**config.mk**
```make
export PLATFORM = sky130hd
export DESIGN_NAME = jrs_div_pipe
export DESIGN_NICKNAME = d
export VERILOG_FILES = /design/src/jrs_pkg.sv /design/src/jrs_div_pipe.sv
export SDC_FILE = /design/constraint.sdc
export NUM_CORES = 2
export LEC_CHECK = 0
export ABC_AREA = 0
export BUFFER_PORTS_ARGS = -buffer_cell sky130_fd_sc_hd__buf_2
export CAP_MARGIN = 5
export CORE_ASPECT_RATIO = 1.75
export CORE_UTILIZATION = 50
export DETAILED_ROUTE_END_ITERATION = 10
export PLACE_DENSITY = 0.66
export RECOVER_POWER = 100
export SLEW_MARGIN = 20
export SYNTH_ARGS = -nofsm -noshare
export SYNTH_HDL_FRONTEND = slang
export SYNTH_SLANG_ARGS = --single-unit
```
**constraint.sdc**
```tcl
create_clock -name clk -period 3.9 [get_ports clk]
set_input_delay 0.975 -clock clk [delete_from_list [all_inputs] [get_ports clk]]
set_output_delay 0.975 -clock clk [all_outputs]
set_load 0.05 [all_outputs]
```
**src/jrs_pkg.sv**
```systemverilog
// Shared types and constants for the joystick rate shaper.
// Used by jrs_div_pipe and joystick_rate_shaper; no dependencies.
package jrs_pkg;

  // Configuration register indexes
  localparam logic [2:0] REG_MODE       = 3'd0;
  localparam logic [2:0] REG_IN_DB      = 3'd1;
  localparam logic [2:0] REG_CUT_LOW    = 3'd2;
  localparam logic [2:0] REG_CUT_HIGH   = 3'd3;
  localparam logic [2:0] REG_GAIN_LOW   = 3'd4;
  localparam logic [2:0] REG_GAIN_MID   = 3'd5;
  localparam logic [2:0] REG_LIMIT      = 3'd6;
  localparam logic [2:0] REG_OUT_DB     = 3'd7;

  // Mode codes
  localparam logic [2:0] MODE_ZERO    = 3'd0;
  localparam logic [2:0] MODE_RAW     = 3'd1;
  localparam logic [2:0] MODE_SHAPE_A = 3'd2;
  localparam logic [2:0] MODE_SHAPE_B = 3'd3;

  // Reset values
  localparam logic [2:0]  RST_MODE      = MODE_ZERO;
  localparam logic [15:0] RST_IN_DB     = 16'd3277;
  localparam logic [15:0] RST_CUT_LOW   = 16'd22938;
  localparam logic [15:0] RST_CUT_HIGH  = 16'd22938;
  localparam logic [15:0] RST_GAIN_LOW  = 16'd3277;
  localparam logic [15:0] RST_GAIN_MID  = 16'd3277;
  localparam logic [22:0] RST_LIMIT     = 23'd8388607;
  localparam logic [22:0] RST_OUT_DB    = 23'd0;

  localparam logic [16:0] UNIT15 = 17'd32768;
  localparam logic [31:0] UNIT29 = 32'h2000_0000;

  localparam int NUM_W = 47;   // dividend width
  localparam int QUO_W = 32;   // quotient width
  localparam int DEN_W = 16;   // divisor width

  // Side data carried alongside the divider
  typedef struct packed {
    logic        neg;
    logic [16:0] mag;
    logic [31:0] y2;
    logic        dneg;
  } side_t;

endpackage

```
**src/jrs_div_pipe.sv**
```systemverilog
// Pipelined restoring divider, one quotient bit per stage.
// Depends on jrs_pkg for widths and the side data type.
module jrs_div_pipe (
  input  logic                        clk,
  input  logic                        rst,
  input  logic                        en,
  input  logic                        in_vld,
  input  logic [jrs_pkg::NUM_W-1:0]   in_num,
  input  logic [jrs_pkg::DEN_W-1:0]   in_den,
  input  jrs_pkg::side_t              in_side,
  output logic                        out_vld,
  output logic [jrs_pkg::QUO_W-1:0]   out_quo,
  output jrs_pkg::side_t              out_side
);
  import jrs_pkg::*;

  logic              vld  [0:QUO_W];
  logic [DEN_W-1:0]  rem  [0:QUO_W];
  logic [QUO_W-1:0]  wrk  [0:QUO_W];
  logic [DEN_W-1:0]  den  [0:QUO_W];
  side_t             side [0:QUO_W];

  // Top dividend bits form the first partial remainder; it stays below den.
  assign vld[0]  = in_vld;
  assign rem[0]  = DEN_W'(in_num[NUM_W-1:QUO_W]);
  assign wrk[0]  = in_num[QUO_W-1:0];
  assign den[0]  = in_den;
  assign side[0] = in_side;

  for (genvar k = 0; k < QUO_W; k++) begin : g_stage
    logic [DEN_W:0] trial;
    logic           ge;

    assign trial = {rem[k], wrk[k][QUO_W-1]};
    assign ge    = trial >= {1'b0, den[k]};

    always_ff @(posedge clk) begin
      if (rst) begin
        vld[k+1] <= 1'b0;
      end else if (en) begin
        vld[k+1] <= vld[k];
      end
    end

    always_ff @(posedge clk) begin
      if (en) begin
        rem[k+1]  <= ge ? DEN_W'(trial - {1'b0, den[k]}) : DEN_W'(trial);
        wrk[k+1]  <= {wrk[k][QUO_W-2:0], ge};
        den[k+1]  <= den[k];
        side[k+1] <= side[k];
      end
    end
  end

  assign out_vld  = vld[QUO_W];
  assign out_quo  = wrk[QUO_W];
  assign out_side = side[QUO_W];

endmodule

```
==> results.sh <==
export IMPL_status="finished with violations"
export IMPL_violations="max-capacitance violations, max-slew violations"
export IMPL_place_hpwl_um=169000
export IMPL_dp_slack_ps=-6.41
export IMPL_cts_buffers=334
export IMPL_slew_violations=775
export IMPL_synth_cells=8094
export IMPL_gp_congestion=0.941
export IMPL_final_min_period_over_clock_period_pct=99.8
export IMPL_globalRouteOverflowTotal=0
export IMPL_cts_root_buf="clkbuf_16"
export IMPL_grt_pass1_vias=70500
export IMPL_p_int_mw=82.6
export IMPL_p_per_area_mw_per_mm2=737
export IMPL_min_path_cells=1
export IMPL_share_seq_of_total_power_pct=45.6
export IMPL_grt_pass1_wl_um=374000
export IMPL_async_reset_ff_share_pct=0
export IMPL_startpoint_type="flop"
export IMPL_p_leak_nw=58.0
export IMPL_cp_arrival_ps=4500
export IMPL_fin_ws_ps=6.17
export IMPL_clkTransAtPathRegs_ps=60
export IMPL_rsz0062_at_grt="no"
export IMPL_fmax_mhz=257
export IMPL_wl_per_cell_um=19.5
export IMPL_drtAntennaViolNets=0
export IMPL_finalSetupViolations=0
export IMPL_syn_cell_area_mm2=0.141
export IMPL_drive_gt1_share_pct=11.0
export IMPL_final_common_cell="edfxtp_1"
export IMPL_final_cell_mix="edfxtp_1, inv_1, ha_1, nor2_1, clkbuf_16"
export IMPL_netSwitchingFraction_pct=28.9
export IMPL_cts_hold_buf=0
export IMPL_fin_nets=9344
export IMPL_cts_sinks=3680
export IMPL_hold_class="input port to flop"
export IMPL_rrSetupSlack_ps=6
export IMPL_grt_antenna_before_repair=12
export IMPL_initial_utilization_pct=50.3
export IMPL_dieHeight_um=704
export IMPL_cp_end_kind="flop"
export IMPL_final_seq_area_mm2=0.110
export IMPL_routed_via_density=5.29
export IMPL_clk_latency_ps=870
export IMPL_syn_nets=8755
export IMPL_std_cell_rows=257
export IMPL_period_needed_ps=3890
export IMPL_multi_input_area_mm2=0.0269
export IMPL_holdWs_ps=274
export IMPL_ys_ff_latch=3680
export IMPL_synthFlopType="edfxtp_1"
export IMPL_syn_area_per_cell_um2=17.4
export IMPL_die_x_um=403
export IMPL_r2r_cells=13
export IMPL_routed_wl_um=245000
export IMPL_critPathKind="flop to flop"
export IMPL_vdd_ir_drop_max_mv=0.390
export IMPL_vias=66500
export IMPL_seq_area_frac_synth_pct=78.3
export IMPL_netSwitchingPower_mw=33.6
export IMPL_synth_edff_count=3648
export IMPL_cp_required_ps=4510
export IMPL_drc=0
export IMPL_syn2layout_area_growth_pct=12.0
export IMPL_drtIter0Drc=3722
export IMPL_drt_pass1_iterations=6
export IMPL_grt_usage_pct=17.1
export IMPL_clock_path_buffers=4
export IMPL_htreeDepth=5
export IMPL_worst_pin_slew_ps=1900
export IMPL_pwr_share_clk_pct=28.2
export IMPL_cts_tree="built"
export IMPL_crit_fanout=15
export IMPL_grt_max_degree=180
export IMPL_slew_headroom_pct=-26.8
export IMPL_finClkSkew_ps=43.0
export IMPL_finalHoldViolations=0
export IMPL_ys_warn_count=0
export IMPL_core_area_mm2=0.280
export IMPL_num_io_pins=202
export IMPL_die_area_mm2=0.283
export IMPL_power_frac_comb_pct=26.2
export IMPL_tns_ps=0
export IMPL_maxCapViolations=10
export IMPL_n_fill_cell=21300
export IMPL_ys_types=86
export IMPL_io_buffers=201
-- power groups by stage --
stage	sequential [mW]	clock (mW)	combinational (mW)
detailed placement	53.7	0	30.8
CTS	52.9	33.9	31.0
finish	52.9	32.8	30.5
global placement	53.5	0	29.7
global route	53.3	35.3	33.2
floorplan	52.6	0	21.4
-- per-stage QoR --
stage	util (%)	cell area [um^2]	power [mW]	std cells
4_1_cts	56.6	158000	118	12600
3_3_place_gp	52.7	147000	83.2	12000
2_1_floorplan	-	141000	74.0	8094
6_report	56.3	158000	116	12600
3_5_place_dp	52.7	147000	84.6	12000
5_1_grt	56.3	158000	122	12600
-- routing by layer --
layer | vias to the layer above | part of all wire (%) | global-route usage [%] | wire (um)
met5 | - | 0 | 0 | 0
li1 | 31800 | - | - | -
met1 | 32600 | 31 | 14.1 | 74800
met2 | 1329 | 57 | 34.4 | 140000
met4 | 0 | 9.2 | 14.3 | 22500
met3 | 814 | 3.1 | 2.48 | 7620
-- cell families (layout without fill, tap and decap cells) --
logic type	Yosys count	in the layout	synth area share [%]
xor+xnor	350	350	2.18
other cells	0	9	0
buf+inv	825	1677	2.50
fa+ha+maj	543	543	5.00
compound gates	1201	1201	5.42
flops	3680	3680	78.3
simple gates	1173	1173	4.02
mux	322	322	2.53
-- final timing paths --
check	start	end
min reg2reg	wrk[718]	wrk[687]
max	den[234]	g_stage[19].trial[5]
min	in_side[0]	side[1581]
max reg2reg	den[234]	g_stage[19].trial[5]
-- synth_stat cells, types with 9 or more instances --
cell type,number,share of area (%)
o211ai_1,20,0.11
nand2_1,263,0.70
o21bai_1,25,0.13
a211o_1,11,0.069
a21oi_1,331,1.2
nand4_1,68,0.30
nand2b_1,68,0.30
o21a_1,74,0.40
a31o_2,12,0.075
nand3_1,69,0.25
nor4_1,35,0.16
or3_1,29,0.13
nor3_1,87,0.31
mux2i_1,74,0.53
and4_1,14,0.087
o31a_1,21,0.13
nor2b_1,92,0.41
o21ai_0,307,1.1
o41ai_1,12,0.075
fa_1,31,0.44
a21o_1,143,0.76
dfxtp_1,32,0.46
o31ai_1,24,0.13
ha_1,512,4.6
xor2_1,124,0.77
inv_1,658,1.8
edfxtp_1,3648,78
and3_1,19,0.085
a2111oi_0,9,0.056
clkbuf_1,50,0.13
xnor2_1,226,1.4
buf_2,13,0.046
or4_1,10,0.053
and2_1,14,0.062
mux2_2,241,1.9
buf_1,10,0.027
a211oi_1,34,0.18
buf_4,85,0.45
a31oi_1,49,0.22
or2_2,16,0.071
nor2_1,372,0.99
a21boi_0,26,0.14
o311ai_0,9,0.056
-- worst max-delay path: stages (launching register included) --
cell,delay [ps]
edfxtp_1,380
inv_1,60
ha_1,370
nand2_1,140
nand2b_1,80
a21o_1,170
a21oi_1,350
o211ai_1,180
a41oi_1,610
buf_4,220
o21ai_0,90
a211oi_1,430
buf_12,220
mux2_2,340
-- what timing repair did --
action,CTS,global route
resized for setup,2,3
setup endpoints to repair,2,9
buffers inserted,0,0
endpoints found under the hold margin,0,0
-- layout make-up --
| cell class | instances | area share, % |
|---|---|---|
| repair buffers | 420 | 1.58 |
| clock buffers | 383 | 5.47 |
| inverters | 658 | 1.57 |
| clock inverters | 216 | 1.48 |
| flip-flops and latches | 3680 | 69.9 |
| well taps | 3626 | 2.88 |
| multi-input cells | 3589 | 17.1 |
| diodes | 9 | 0.0143 |
-- registers in the layout, summed over array words and instances (netlist names) --
name	cells
out_side	51
den	496
wrk	961
side	1581
vld	31
out_quo	32
out_vld	1
g_stage.trial	527
Power figures use the tool's default switching activity.
